[src/csv_field_splitter_macros.svh]
// assertion macros shared by the csv field splitter modules
`ifndef CSV_FIELD_SPLITTER_MACROS_SVH
`define CSV_FIELD_SPLITTER_MACROS_SVH

// condition implies consequence in the same cycle
`define CSV_FS_ASSERT_NOW(name, clk, rst, ante, cons) \
  name: assert property (@(posedge clk) disable iff (rst) (ante) |-> (cons)) \
    else $error("csv splitter check failed");

// condition implies consequence in the next cycle
`define CSV_FS_ASSERT_NEXT(name, clk, rst, ante, cons) \
  name: assert property (@(posedge clk) disable iff (rst) (ante) |=> (cons)) \
    else $error("csv splitter check failed");

`endif

[src/csv_fs_pkg.sv]
// types and constants of the csv field splitter
package csv_fs_pkg;

  localparam logic [7:0] QUOTE_BYTE  = 8'h22;
  localparam logic [7:0] DELIM_RESET = 8'h2C;

  // one classified byte: first result plus a flag for the trailing empty field
  typedef struct packed {
    logic       has_char;
    logic [7:0] out_char;
    logic       field_end;
    logic       line_done;
    logic       extra;
  } cmd_t;

endpackage

[src/csv_fs_if.sv]
// channel interfaces of the csv field splitter
interface csv_fs_in_if;
  logic       valid;
  logic       ready;
  logic [7:0] text_byte;
  logic       line_end;
  modport source (output valid, output text_byte, output line_end, input ready);
  modport sink (input valid, input text_byte, input line_end, output ready);
endinterface

interface csv_fs_out_if;
  logic       valid;
  logic       ready;
  logic       has_char;
  logic [7:0] out_char;
  logic       field_end;
  logic       line_done;
  modport source (output valid, output has_char, output out_char, output field_end,
                  output line_done, input ready);
  modport sink (input valid, input has_char, input out_char, input field_end,
                input line_done, output ready);
endinterface

interface csv_fs_cfg_if;
  logic       valid;
  logic       ready;
  logic [7:0] data;
  modport source (output valid, output data, input ready);
  modport sink (input valid, input data, output ready);
endinterface

[src/csv_fs_front.sv]
// front end: accepts text bytes, tracks quoting and classifies each byte
module csv_fs_front
  import csv_fs_pkg::*;
(
  input  logic         clk,
  input  logic         rst,
  csv_fs_in_if.sink    text_in,
  input  logic [7:0]   delimiter,
  input  logic         q_full,
  output logic         push,
  output cmd_t         cmd
);

  logic in_quotes, in_quotes_next;
  logic quote_pending, quote_pending_next;
  logic accept;
  logic is_quote, is_delim, last;
  logic iq_eff, doubled, has, ended;

  assign text_in.ready = !q_full;
  assign accept        = text_in.valid && text_in.ready;
  assign last          = text_in.line_end;
  assign is_quote      = (text_in.text_byte == QUOTE_BYTE);
  assign is_delim      = (text_in.text_byte == delimiter);

  always_comb begin
    doubled            = quote_pending && is_quote;
    iq_eff             = (quote_pending && !is_quote) ? 1'b0 : in_quotes;
    has                = 1'b0;
    ended              = 1'b0;
    in_quotes_next     = iq_eff;
    quote_pending_next = 1'b0;
    if (doubled) begin
      has = 1'b1;
    end else if (!iq_eff && is_delim) begin
      ended = 1'b1;
    end else if (is_quote) begin
      if (iq_eff) begin
        in_quotes_next     = 1'b0;
        quote_pending_next = !last;
        if (!last) in_quotes_next = 1'b1;
      end else begin
        in_quotes_next = 1'b1;
      end
    end else begin
      has = 1'b1;
    end
    if (last) begin
      in_quotes_next     = 1'b0;
      quote_pending_next = 1'b0;
    end
  end

  assign push          = accept && (has || ended || last);
  assign cmd.has_char  = has;
  assign cmd.out_char  = has ? text_in.text_byte : 8'h00;
  assign cmd.field_end = ended || last;
  assign cmd.extra     = last && is_delim;
  assign cmd.line_done = last && !is_delim;

  always_ff @(posedge clk) begin
    if (rst) begin
      in_quotes     <= 1'b0;
      quote_pending <= 1'b0;
    end else if (accept) begin
      in_quotes     <= in_quotes_next;
      quote_pending <= quote_pending_next;
    end
  end

endmodule

[src/csv_fs_queue.sv]
// short command queue between front and back end
`include "csv_field_splitter_macros.svh"
module csv_fs_queue
  import csv_fs_pkg::*;
#(
  parameter int DEPTH = 2
) (
  input  logic clk,
  input  logic rst,
  input  logic push,
  input  cmd_t push_cmd,
  output logic full,
  input  logic pop,
  output logic q_valid,
  output cmd_t q_cmd
);

  localparam int PW = $clog2(DEPTH);
  localparam int CW = $clog2(DEPTH + 1);

  cmd_t           mem [DEPTH];
  logic [PW-1:0]  wr_ptr, rd_ptr;
  logic [CW-1:0]  count;

  assign full    = (count == CW'(DEPTH));
  assign q_valid = (count != '0);
  assign q_cmd   = mem[rd_ptr];

  always_ff @(posedge clk) begin
    if (push) mem[wr_ptr] <= push_cmd;
  end

  always_ff @(posedge clk) begin
    if (rst) begin
      wr_ptr <= '0;
      rd_ptr <= '0;
      count  <= '0;
    end else begin
      if (push) wr_ptr <= (wr_ptr == PW'(DEPTH - 1)) ? '0 : wr_ptr + 1'b1;
      if (pop)  rd_ptr <= (rd_ptr == PW'(DEPTH - 1)) ? '0 : rd_ptr + 1'b1;
      if (push && !pop) count <= count + 1'b1;
      else if (pop && !push) count <= count - 1'b1;
    end
  end

  `CSV_FS_ASSERT_NOW(a_no_overflow, clk, rst, push, !full || pop)
  `CSV_FS_ASSERT_NOW(a_no_underflow, clk, rst, pop, q_valid)
  `CSV_FS_ASSERT_NEXT(a_count_up, clk, rst, push && !pop, count == $past(count) + 1'b1)

endmodule

[src/csv_fs_back.sv]
// back end: turns queued commands into results behind an output register
`include "csv_field_splitter_macros.svh"
module csv_fs_back
  import csv_fs_pkg::*;
(
  input  logic          clk,
  input  logic          rst,
  input  logic          q_valid,
  input  cmd_t          q_cmd,
  output logic          pop,
  csv_fs_out_if.source  result_out
);

  logic       out_valid;
  logic       out_has;
  logic [7:0] out_char;
  logic       out_fend;
  logic       out_done;
  logic       extra_pending;
  logic       can_load;

  assign can_load = !out_valid || result_out.ready;
  assign pop      = can_load && !extra_pending && q_valid;

  always_ff @(posedge clk) begin
    if (rst) begin
      out_valid     <= 1'b0;
      extra_pending <= 1'b0;
    end else if (can_load) begin
      if (extra_pending) begin
        out_valid     <= 1'b1;
        extra_pending <= 1'b0;
      end else begin
        out_valid     <= q_valid;
        extra_pending <= q_valid && q_cmd.extra;
      end
    end
  end

  always_ff @(posedge clk) begin
    if (can_load) begin
      if (extra_pending) begin
        // trailing empty field after a line-final delimiter
        out_has  <= 1'b0;
        out_char <= 8'h00;
        out_fend <= 1'b1;
        out_done <= 1'b1;
      end else if (q_valid) begin
        out_has  <= q_cmd.has_char;
        out_char <= q_cmd.out_char;
        out_fend <= q_cmd.field_end;
        out_done <= q_cmd.line_done;
      end
    end
  end

  assign result_out.valid     = out_valid;
  assign result_out.has_char  = out_has;
  assign result_out.out_char  = out_char;
  assign result_out.field_end = out_fend;
  assign result_out.line_done = out_done;

  `CSV_FS_ASSERT_NOW(a_extra_behind_first, clk, rst, extra_pending, out_valid && !out_done)
  `CSV_FS_ASSERT_NEXT(a_extra_shape, clk, rst, extra_pending && result_out.ready,
                      out_valid && out_done && out_fend && !out_has)
  `CSV_FS_ASSERT_NOW(a_no_pop_while_extra, clk, rst, extra_pending, !pop)

endmodule

[src/csv_field_splitter.sv]
// Quoted CSV field splitter. Text bytes of one line arrive on text_in, one per
// transaction, line_end set on the final byte; results leave on result_out as
// field bytes (has_char, out_char) with field_end closing a field and line_done
// on the last result of the line. The delimiter register (comma after reset)
// is written through cfg only while no line is in flight; the user must keep
// to this, the block does not enforce it. Throughput is one byte per cycle
// while the queue is not full: the front end classifies a byte in the cycle
// it is accepted, and a queue of QUEUE_DEPTH commands lets front and back
// stall independently. Results go from the queue to the output register, which
// drains one per cycle while ready; a line-final delimiter yields two results.
module csv_field_splitter
  import csv_fs_pkg::*;
#(
  parameter int QUEUE_DEPTH = 2
) (
  input  logic          clk,
  input  logic          rst,
  csv_fs_in_if.sink     text_in,
  csv_fs_out_if.source  result_out,
  csv_fs_cfg_if.sink    cfg
);

  logic [7:0] delimiter;
  logic       push;
  cmd_t       push_cmd;
  logic       q_full;
  logic       q_valid;
  cmd_t       q_cmd;
  logic       pop;

  // configuration: single register, always writable
  assign cfg.ready = 1'b1;

  always_ff @(posedge clk) begin
    if (rst) begin
      delimiter <= DELIM_RESET;
    end else if (cfg.valid) begin
      delimiter <= cfg.data;
    end
  end

  // front end: quote tracking and byte classification
  csv_fs_front u_front (
    .clk       (clk),
    .rst       (rst),
    .text_in   (text_in),
    .delimiter (delimiter),
    .q_full    (q_full),
    .push      (push),
    .cmd       (push_cmd)
  );

  // decoupling queue of classified bytes
  csv_fs_queue #(
    .DEPTH (QUEUE_DEPTH)
  ) u_queue (
    .clk      (clk),
    .rst      (rst),
    .push     (push),
    .push_cmd (push_cmd),
    .full     (q_full),
    .pop      (pop),
    .q_valid  (q_valid),
    .q_cmd    (q_cmd)
  );

  // back end: result sequencing and output register
  csv_fs_back u_back (
    .clk        (clk),
    .rst        (rst),
    .q_valid    (q_valid),
    .q_cmd      (q_cmd),
    .pop        (pop),
    .result_out (result_out)
  );

endmodule

[src/flat_wrapper.sv]
// flat-port wrapper written by rule: the top's interface ports become plain ports
module csv_field_splitter_flat import csv_fs_pkg::*;
#(
  parameter int QUEUE_DEPTH = 2
)
  (clk, rst, text_in_valid, text_in_text_byte, text_in_line_end, text_in_ready, result_out_valid, result_out_has_char, result_out_out_char, result_out_field_end, result_out_line_done, result_out_ready, cfg_valid, cfg_data, cfg_ready);
  csv_fs_in_if text_in_i ();
  csv_fs_out_if result_out_i ();
  csv_fs_cfg_if cfg_i ();
  input  logic clk;
  input  logic rst;
  input wire logic [$bits(text_in_i.valid)-1:0] text_in_valid;
  input wire logic [$bits(text_in_i.text_byte)-1:0] text_in_text_byte;
  input wire logic [$bits(text_in_i.line_end)-1:0] text_in_line_end;
  output wire logic [$bits(text_in_i.ready)-1:0] text_in_ready;
  output wire logic [$bits(result_out_i.valid)-1:0] result_out_valid;
  output wire logic [$bits(result_out_i.has_char)-1:0] result_out_has_char;
  output wire logic [$bits(result_out_i.out_char)-1:0] result_out_out_char;
  output wire logic [$bits(result_out_i.field_end)-1:0] result_out_field_end;
  output wire logic [$bits(result_out_i.line_done)-1:0] result_out_line_done;
  input wire logic [$bits(result_out_i.ready)-1:0] result_out_ready;
  input wire logic [$bits(cfg_i.valid)-1:0] cfg_valid;
  input wire logic [$bits(cfg_i.data)-1:0] cfg_data;
  output wire logic [$bits(cfg_i.ready)-1:0] cfg_ready;
  assign text_in_i.valid = text_in_valid;
  assign text_in_i.text_byte = text_in_text_byte;
  assign text_in_i.line_end = text_in_line_end;
  assign text_in_ready = text_in_i.ready;
  assign result_out_valid = result_out_i.valid;
  assign result_out_has_char = result_out_i.has_char;
  assign result_out_out_char = result_out_i.out_char;
  assign result_out_field_end = result_out_i.field_end;
  assign result_out_line_done = result_out_i.line_done;
  assign result_out_i.ready = result_out_ready;
  assign cfg_i.valid = cfg_valid;
  assign cfg_i.data = cfg_data;
  assign cfg_ready = cfg_i.ready;
  csv_field_splitter #(.QUEUE_DEPTH(QUEUE_DEPTH)) u_core (.clk(clk), .rst(rst), .text_in(text_in_i), .result_out(result_out_i), .cfg(cfg_i));
endmodule
[config.mk]
export PLATFORM = sky130hd
export DESIGN_NAME = csv_field_splitter_flat
export DESIGN_NICKNAME = d
export VERILOG_FILES = /design/src/csv_fs_pkg.sv /design/src/csv_fs_if.sv /design/src/csv_fs_front.sv /design/src/csv_fs_queue.sv /design/src/csv_fs_back.sv /design/src/csv_field_splitter.sv /design/src/flat_wrapper.sv
export VERILOG_INCLUDE_DIRS = /design/src /design/src/src
export SDC_FILE = /design/constraint.sdc
export NUM_CORES = 1
export LEC_CHECK = 0
export ABC_AREA = 1
export ABC_CLOCK_PERIOD_IN_PS = 2600
export BUFFER_PORTS_ARGS = -buffer_cell sky130_fd_sc_hd__buf_2
export CAP_MARGIN = 5
export CORE_MARGIN = 8
export CORE_UTILIZATION = 46
export DETAILED_ROUTE_END_ITERATION = 8
export HOLD_SLACK_MARGIN = 0.03
export PLACE_DENSITY = 0.76
export SLEW_MARGIN = 20
export SYNTH_ARGS = -nofsm -noshare
export SYNTH_HDL_FRONTEND = slang
export SYNTH_SLANG_ARGS = --single-unit
[constraint.sdc]
create_clock -name clk -period 2.6 [get_ports clk]
set_input_delay 0.26 -clock clk [delete_from_list [all_inputs] [get_ports clk]]
set_output_delay 0.26 -clock clk [all_outputs]
set_load 0.01 [all_outputs]
After elaboration in Yosys (flattened, before gate mapping). Memories as Yosys holds them, arrays and structs flattened. A register that Yosys moved wholly into a read port is not among the register bits. Cells that the tools add are included.

Bits in writable memories: 24. Memories: 1. Bits in registers: 27. Input bits: 22. Logic and storage cells: 79.

Memories: u_core.u_queue.mem (depth 2, bits a word 12, rd ports 1, clocked after memory_dff 1, write ports 1, line csv_fs_queue.sv:21) `cmd_t mem [DEPTH];`.

Equality and inequality tests: 3. Add/sub/neg operators: 4. Reductions and logical operators: 29. Multiplexer cells: 30.

Operator list (count): two-way mux 1 bit (26); two-way mux 8 bit (2); logical AND 1 bit (12); logical NOT 1 bit (9); equality test 8 x 6 -> 1 bit (second input constant) (1); equality test 8 bit (1); nonzero test 2 bit (3); logical OR 1 bit (4); two-way mux 2 bit (2); adder 1 bit (second input constant) (2); adder 2 x 1 -> 2 bit (second input constant) (1); equality test 2 bit (second input constant) (1); AND reduction 2 bit (1); subtractor 2 x 1 -> 2 bit (second input constant) (1).

Depth between registers and ports, before layout.
Word-level depth: 15. Depth in mapped cells: 15.

Hierarchy. Synthesis repeated with hierarchy kept, for this count alone.

Cell total of the unflattened synthesis: 256. Area, all modules: 2441.1 um^2.

Modules (own cells, without submodules): csv_fs_queue (sequential area each 820.8 um^2, cells each 70, instances 1, area an instance 1133.6 um^2); csv_fs_back (sequential area each 370.4 um^2, cells each 48, instances 1, area an instance 536.8 um^2); csv_fs_front (sequential area each 40.0 um^2, cells each 91, instances 1, area an instance 449.2 um^2); csv_field_splitter (sequential area each 160.2 um^2, cells each 47, instances 1, area an instance 321.6 um^2).

Worst setup path before layout. OpenSTA, ideal clock, no wires.

Path type: register to register. Start point: register u_core.delimiter[5]. End point: memory u_core.u_queue.mem[0][0] in the netlist's numbering, enable pin. Arrival: 1.526 ns. Data required time: 2.220 ns. Path buffers: 0. Path slack: 0.693 ns. Stages on the path, launching flop included: 11. Period minus slack after synthesis: 1.907 ns. Path through: dfxtp_1 inv_1 nand2_1 nand2_1 nor2_1 nand2_1 nor2_4 nand3_4 nand3_2 nand2_1 nor2_1.

Word-level cells in the longest chain between the ends: 9.

Ends and longest elaborated chain: from (decl) (line csv_field_splitter.sv:23) `logic [7:0] delimiter;`; from (signal assigned) (line csv_field_splitter.sv:38) `delimiter <= cfg.data;`; equality test 8 bit (*) (line csv_fs_front.sv:24) `assign is_delim = (text_in.text_byte == delimiter);`; logical AND 1 bit (*) (line csv_fs_front.sv:35) `end else if (!iq_eff && is_delim) begin`; two-way mux 1 bit (line csv_fs_front.sv:35); two-way mux 1 bit (line csv_fs_front.sv:33) `if (doubled) begin`; logical OR 1 bit (*) (2 in a row) (line csv_fs_front.sv:54) `assign push = accept && (has || ended || last);`; logical AND 1 bit (*) (line csv_fs_front.sv:54); two-way mux 1 bit (*) (line csv_fs_queue.sv:30) `if (push) mem[wr_ptr] <= push_cmd;`; two-way mux 1 bit (not written as such) (*) (line csv_fs_queue.sv:30); to (decl) (line csv_fs_queue.sv:21).

Mark *: on every way between the ends. The rest lies on a longest branch, timed or not.

Worst setup path after layout.
Start point: register u_core.delimiter[5]. End point: register u_core.u_queue.count[1].

Word-level cells in the longest chain between the ends: 10.

Ends and longest elaborated chain: equality test 8 bit (*) (line csv_fs_front.sv:24); logical AND 1 bit (*) (line csv_fs_front.sv:35); two-way mux 1 bit (line csv_fs_front.sv:35); two-way mux 1 bit (line csv_fs_front.sv:33); logical OR 1 bit (*) (2 in a row) (line csv_fs_front.sv:54); logical AND 1 bit (*) (line csv_fs_front.sv:54); via u_core.push (line csv_field_splitter.sv:24) `logic push;`; logical NOT 1 bit (line csv_fs_queue.sv:42) `else if (pop && !push) count <= count - 1'b1;`; logical AND 1 bit (line csv_fs_queue.sv:42); nonzero test 2 bit (no source line); to (signal assigned) (line csv_fs_queue.sv:41) `if (push && !pop) count <= count + 1'b1;`; to (signal assigned) (line csv_fs_queue.sv:42); to (decl) (line csv_fs_queue.sv:23) `logic [CW-1:0] count;`.

Mark *: on every way through the listed nets, which the timed path passes. The rest lies on a longest branch. A chain may end at the register's enable or synchronous reset.

==> report_table.html <==
<table>
<tr><th>Metric</th><th>Value</th></tr>
<tr><th colspan="2">Outcome</th></tr>
<tr><td>Result of the run</td><td>completed</td></tr>
<tr><th colspan="2">Floorplan</th></tr>
<tr><td>Row Count</td><td>25</td></tr>
<tr><td>Initial core utilization</td><td>47.2%</td></tr>
<tr><td>Horizontal die dimension</td><td>between 80 and 90 um</td></tr>
<tr><td>Die boundary height</td><td>85.2 um</td></tr>
<tr><td>Standard cell core area</td><td>between 4000 and 5000 um^2</td></tr>
<tr><td>Die area</td><td>7260 um^2</td></tr>
<tr><td>I/O Pins</td><td>36</td></tr>
<tr><th colspan="2">Clocking</th></tr>
<tr><td>Clock Path Buffers</td><td>2</td></tr>
<tr><td>Buffers inserted during post-CTS setup optimization</td><td>0</td></tr>
<tr><td>TritonCTS buffer count</td><td>5</td></tr>
<tr><td>CTS H-tree lvls</td><td>2</td></tr>
<tr><td>Hold_buf cts</td><td>0</td></tr>
<tr><td>TritonCTS Sinks</td><td>52</td></tr>
<tr><td>Clock slew at reported path FFs</td><td>about 0.09 ns</td></tr>
<tr><td>Clock Latency Late Sink</td><td>approximately 0.3 ns</td></tr>
<tr><td>TritonCTS clock tree</td><td>built</td></tr>
<tr><td>Resize count post-CTS</td><td>0</td></tr>
<tr><td>Cell at the root of the clock tree</td><td>clkbuf_8</td></tr>
<tr><th colspan="2">Synthesis</th></tr>
<tr><td>Fraction of the mapped netlist area in adder cells</td><td>0.568%</td></tr>
<tr><td>Number of instances in the synthesized netlist</td><td>around 230</td></tr>
<tr><td>Number of distinct library cell variants in the gate-level netlist after synthesis</td><td>25</td></tr>
<tr><td>Area contributors post-synth</td><td>edfxtp_1, dfxtp_1, nand2_1</td></tr>
<tr><td>Most repeated cell in the gate-level netlist after synthesis</td><td>nand2_1</td></tr>
<tr><td>Synth Area in Compound Gates</td><td>a little under a tenth</td></tr>
<tr><td>Fraction of post-synthesis cell area in the top cell type by area</td><td>between 40% and 50%</td></tr>
<tr><td>Simple logic cell fraction of the synthesized area</td><td>roughly 20%</td></tr>
<tr><td>Top cells by instance count after synthesis</td><td>nand2_1, nor2_1, edfxtp_1</td></tr>
<tr><td>Post-synthesis register bit count</td><td>52</td></tr>
<tr><td>Xor/xnor share of the synthesized area</td><td>less than 1%</td></tr>
<tr><td>Synth Cell Area</td><td>~2200 um^2</td></tr>
<tr><td>Syn. warnings</td><td>0</td></tr>
<tr><td>Fraction of the yosys area taken by sequential cells</td><td>63.2%</td></tr>
<tr><td>Per-instance average area after synthesis</td><td>9.53 um^2</td></tr>
<tr><td>Synth async-reset ratio</td><td>0%</td></tr>
<tr><td>Largest family of logic cells by synthesized area</td><td>simple AND/OR/NAND/NOR gates</td></tr>
<tr><td>Multiplexer share of the synthesized area</td><td>0%</td></tr>
<tr><td>Synthesized netlist net count</td><td>254</td></tr>
<tr><td>Leading register cell type out of synthesis</td><td>edfxtp_1</td></tr>
<tr><td>Most area-hungry cell type in the Yosys netlist</td><td>edfxtp_1</td></tr>
<tr><td>Number of synthesized flops with an enable pin</td><td>35</td></tr>
<tr><th colspan="2">Timing</th></tr>
<tr><td>Setup repair after global routing missed its margin</td><td>false</td></tr>
<tr><td>Min Tclk post-route</td><td>1.97 ns</td></tr>
<tr><td>Highest achievable clock rate</td><td>0.509 GHz</td></tr>
<tr><td>Count of final hold-check violations</td><td>0</td></tr>
<tr><td>Final setup skew</td><td>0.00773 ns</td></tr>
<tr><td>Setup TNS Final</td><td>0 ns</td></tr>
<tr><td>Number of max-slew violations in the final report</td><td>0</td></tr>
<tr><td>Setup WS post-layout</td><td>0.635 ns</td></tr>
<tr><td>Tcrit/Tclk final</td><td>between 70% and 80%</td></tr>
<tr><td>Setup violators final</td><td>0</td></tr>
<tr><th colspan="2">Worst setup path</th></tr>
<tr><td>Type of element capturing the critical path</td><td>flip-flop</td></tr>
<tr><td>Delay contributed by the slowest stage of the critical path</td><td>0.33 ns</td></tr>
<tr><td>CP Class</td><td>reg -&gt; reg</td></tr>
<tr><td>Register-to-register setup slack</td><td>roughly 0.63 ns</td></tr>
<tr><td>Critical Path Source Type</td><td>flip-flop</td></tr>
<tr><td>Slowest cell on the critical path</td><td>dfxtp_1</td></tr>
<tr><td>Data required, critical path</td><td>between 2 and 3 ns</td></tr>
<tr><td>Crit Reg-Reg Startpoint</td><td>u_core.delimiter[5]</td></tr>
<tr><td>Reg2Reg Capture Point</td><td>u_core.u_queue.count[1]</td></tr>
<tr><td>Critical path, cell by cell</td><td>inv_1, nand2_1, nand2_1, nor2_1, nand2_1, nor2_4, nand3_4, nand3_2, nand2_1, inv_1, ha_1, a21oi_1, o21ai_0, o21ai_0, a21oi_1</td></tr>
<tr><td>Worst EP arrival</td><td>roughly 2.2 ns</td></tr>
<tr><td>Maximum fanout count along the critical path</td><td>3</td></tr>
<tr><td>Worst Reg-to-Reg Cells</td><td>15</td></tr>
<tr><td>Most frequent cell on the critical path</td><td>nand2_1</td></tr>
<tr><th colspan="2">Global routing</th></tr>
<tr><td>Overflow left after global routing</td><td>0</td></tr>
<tr><td>Antenna violations before repair</td><td>0</td></tr>
<tr><td>Wire length of the first global-routing pass</td><td>6520 um</td></tr>
<tr><td>Number of global-route vias before repair</td><td>about 1.5k</td></tr>
<tr><td>Global routing usage summed across all routing layers</td><td>11.1%</td></tr>
<tr><td>Largest net degree at the start of global routing</td><td>17</td></tr>
<tr><th colspan="2">Worst hold path</th></tr>
<tr><td>Min-Delay Startpoint</td><td>cfg_data[3]</td></tr>
<tr><td>Worst min path class</td><td>in -&gt; reg</td></tr>
<tr><td>Worst Hold Path Cells</td><td>3</td></tr>
<tr><td>End point of the most critical hold path</td><td>u_core.delimiter[3]</td></tr>
<tr><th colspan="2">Cells and area</th></tr>
<tr><td>Layout net count</td><td>just under 300</td></tr>
<tr><td>Final antenna diode count</td><td>0</td></tr>
<tr><td>Post-route standard cell area excluding fillers</td><td>2550 um^2</td></tr>
<tr><td>Growth of design area from synthesis to finish</td><td>15.9%</td></tr>
<tr><td>Share of cells above drive strength 1</td><td>a little over a fifth</td></tr>
<tr><td>Number of fill cells in the layout</td><td>422</td></tr>
<tr><td>Final core occ</td><td>a little over half</td></tr>
<tr><th colspan="2">Run</th></tr>
<tr><td>Number of maximum-capacitance violations</td><td>0</td></tr>
<tr><th colspan="2">Pwr</th></tr>
<tr><td>IR drop worst, VDD</td><td>between 0.3 and 0.4 mV</td></tr>
<tr><td>Reported leakage power</td><td>between 1 and 1.5 nW</td></tr>
<tr><td>Power density of the placed cells</td><td>between 900 and 1000 nW/um^2</td></tr>
<tr><th colspan="2">Route</th></tr>
<tr><td>DRC violations left</td><td>0</td></tr>
<tr><td>Via count</td><td>roughly 1.5k</td></tr>
<tr><td>Total wire length</td><td>around 3700 um</td></tr>
<tr><td>Drt pass-1 iters</td><td>4</td></tr>
<tr><td>Iter 0 DRT Violations</td><td>around 120</td></tr>
<tr><td>Post-DR wirelength/cell</td><td>about 11 um</td></tr>
<tr><td>Routed via count divided by cell count</td><td>around 4.7</td></tr>
<tr><td>Number of nets with antenna violations after routing</td><td>0</td></tr>
<tr><th colspan="2">Placed design</th></tr>
<tr><td>Routability Congestion</td><td>0.789</td></tr>
<tr><td>Instance area at placement</td><td>roughly 2400 um^2</td></tr>
<tr><td>HPWL after detailed placement</td><td>roughly 2800 um</td></tr>
<tr><td>Port-buffer cells</td><td>34</td></tr>
<tr><td>DP Worst Slack</td><td>~0.56 ns</td></tr>
</table>
[cell families (layout without fill, tap and decap cells)]
family,count (synthesis),count (layout)
compound gates,40,40
xor+xnor,1,1
fa+ha+maj,1,1
buf+inv,36,75
flops,52,52
other cells,1,1
simple gates,100,100
[report_power, final]
| part | switching (W) | leakage (nW) | internal (W) |
|---|---|---|---|
| sequential | 0.0000700 | 0.464 | 0.00114 |
| clock | 0.000251 | 0.0636 | 0.000346 |
| combinational | 0.000391 | 0.558 | 0.000217 |
[layer usage]
layer,track usage (%),share of wire [%],routed length (um)
met4,4.37,1.6,59
met2,19.5,50,1860
met5,0,0,0
met3,3.96,5.4,202
met1,12.0,43,1600
[cell type report]
| class | count | area (um^2) | area share, % |
|---|---|---|---|
| Tap cell | 54 | 67.6 | 2.65 |
| Clock buffer | 7 | 97.6 | 3.82 |
| Clock inverter | 1 | 30.0 | 1.18 |
| Sequential cell | 52 | 1390 | 54.5 |
| Multi-Input combinational cell | 143 | 664 | 26.0 |
| Timing Repair Buffer | 36 | 185 | 7.25 |
| Inverter | 31 | 116 | 4.56 |
[state kept, by name, indices dropped and copies added, names as in the netlist, named ones only]
register / flops
u_core.u_front.quote_pending: 1
u_core.u_back.extra_pending: 1
u_core.u_back.result_out.has_char: 1
u_core.u_back.result_out.out_char: 8
u_core.u_front.in_quotes: 1
u_core.delimiter: 8
u_core.u_queue.rd_ptr: 1
u_core.u_queue.wr_ptr: 1
u_core.u_queue.mem: 24
u_core.u_back.result_out.line_done: 1
u_core.u_queue.count: 2
u_core.u_back.result_out.valid: 1
u_core.u_back.result_out.field_end: 1
[cells in the final DEF, fill, tap and decap left out, types with 2 or more instances in the layout]
cell type and instances:
nand2_2 3, nor2_2 2, buf_2 34, nand4_1 2, inv_1 24, clkbuf_8 5, o21ai_0 22, edfxtp_1 35
nand3_1 4, inv_2 6, a21oi_1 17, dfxtp_1 17, nor3_1 2, nor2_1 37, buf_4 2, nand2_1 46
[worst max-delay path by stage]
stage	slack [ns]	from	to	cells past startpoint
global placement	0.64	text_in_text_byte[0]	u_core.u_queue.count[1]	16
CTS	0.62	u_core.delimiter[5]	u_core.u_queue.count[1]	15
finish	0.63	u_core.delimiter[5]	u_core.u_queue.count[1]	15
global route	0.38	u_core.delimiter[4]	u_core.u_queue.count[1]	15
detailed placement	0.56	text_in_text_byte[4]	u_core.u_queue.count[1]	16
floorplan	0.69	u_core.delimiter[5]	u_core.u_queue.mem[0][0]	10
[metrics by stage]
stage	total power [W]	std cells	hold slack, ns
after floorplan	0.00163	231	0.371
after global placement	0.00183	316	0.456
after detailed placement	0.00185	316	0.460
after CTS	0.00244	324	0.166
after global routing	0.00259	324	0.196
final	0.00241	324	0.173
[worst max-delay path, delay by kind of cell (launching register included)]
family / cells / cell delay [ns]
DFF: 1 / 0.33
adders and majority gates: 1 / 0.23
and+or+nand+nor: 8 / 0.74
buffers and inverters: 2 / 0.10
AOI/OAI and AO/OA: 4 / 0.45
Note: power is estimated with default switching activity, not from simulation.
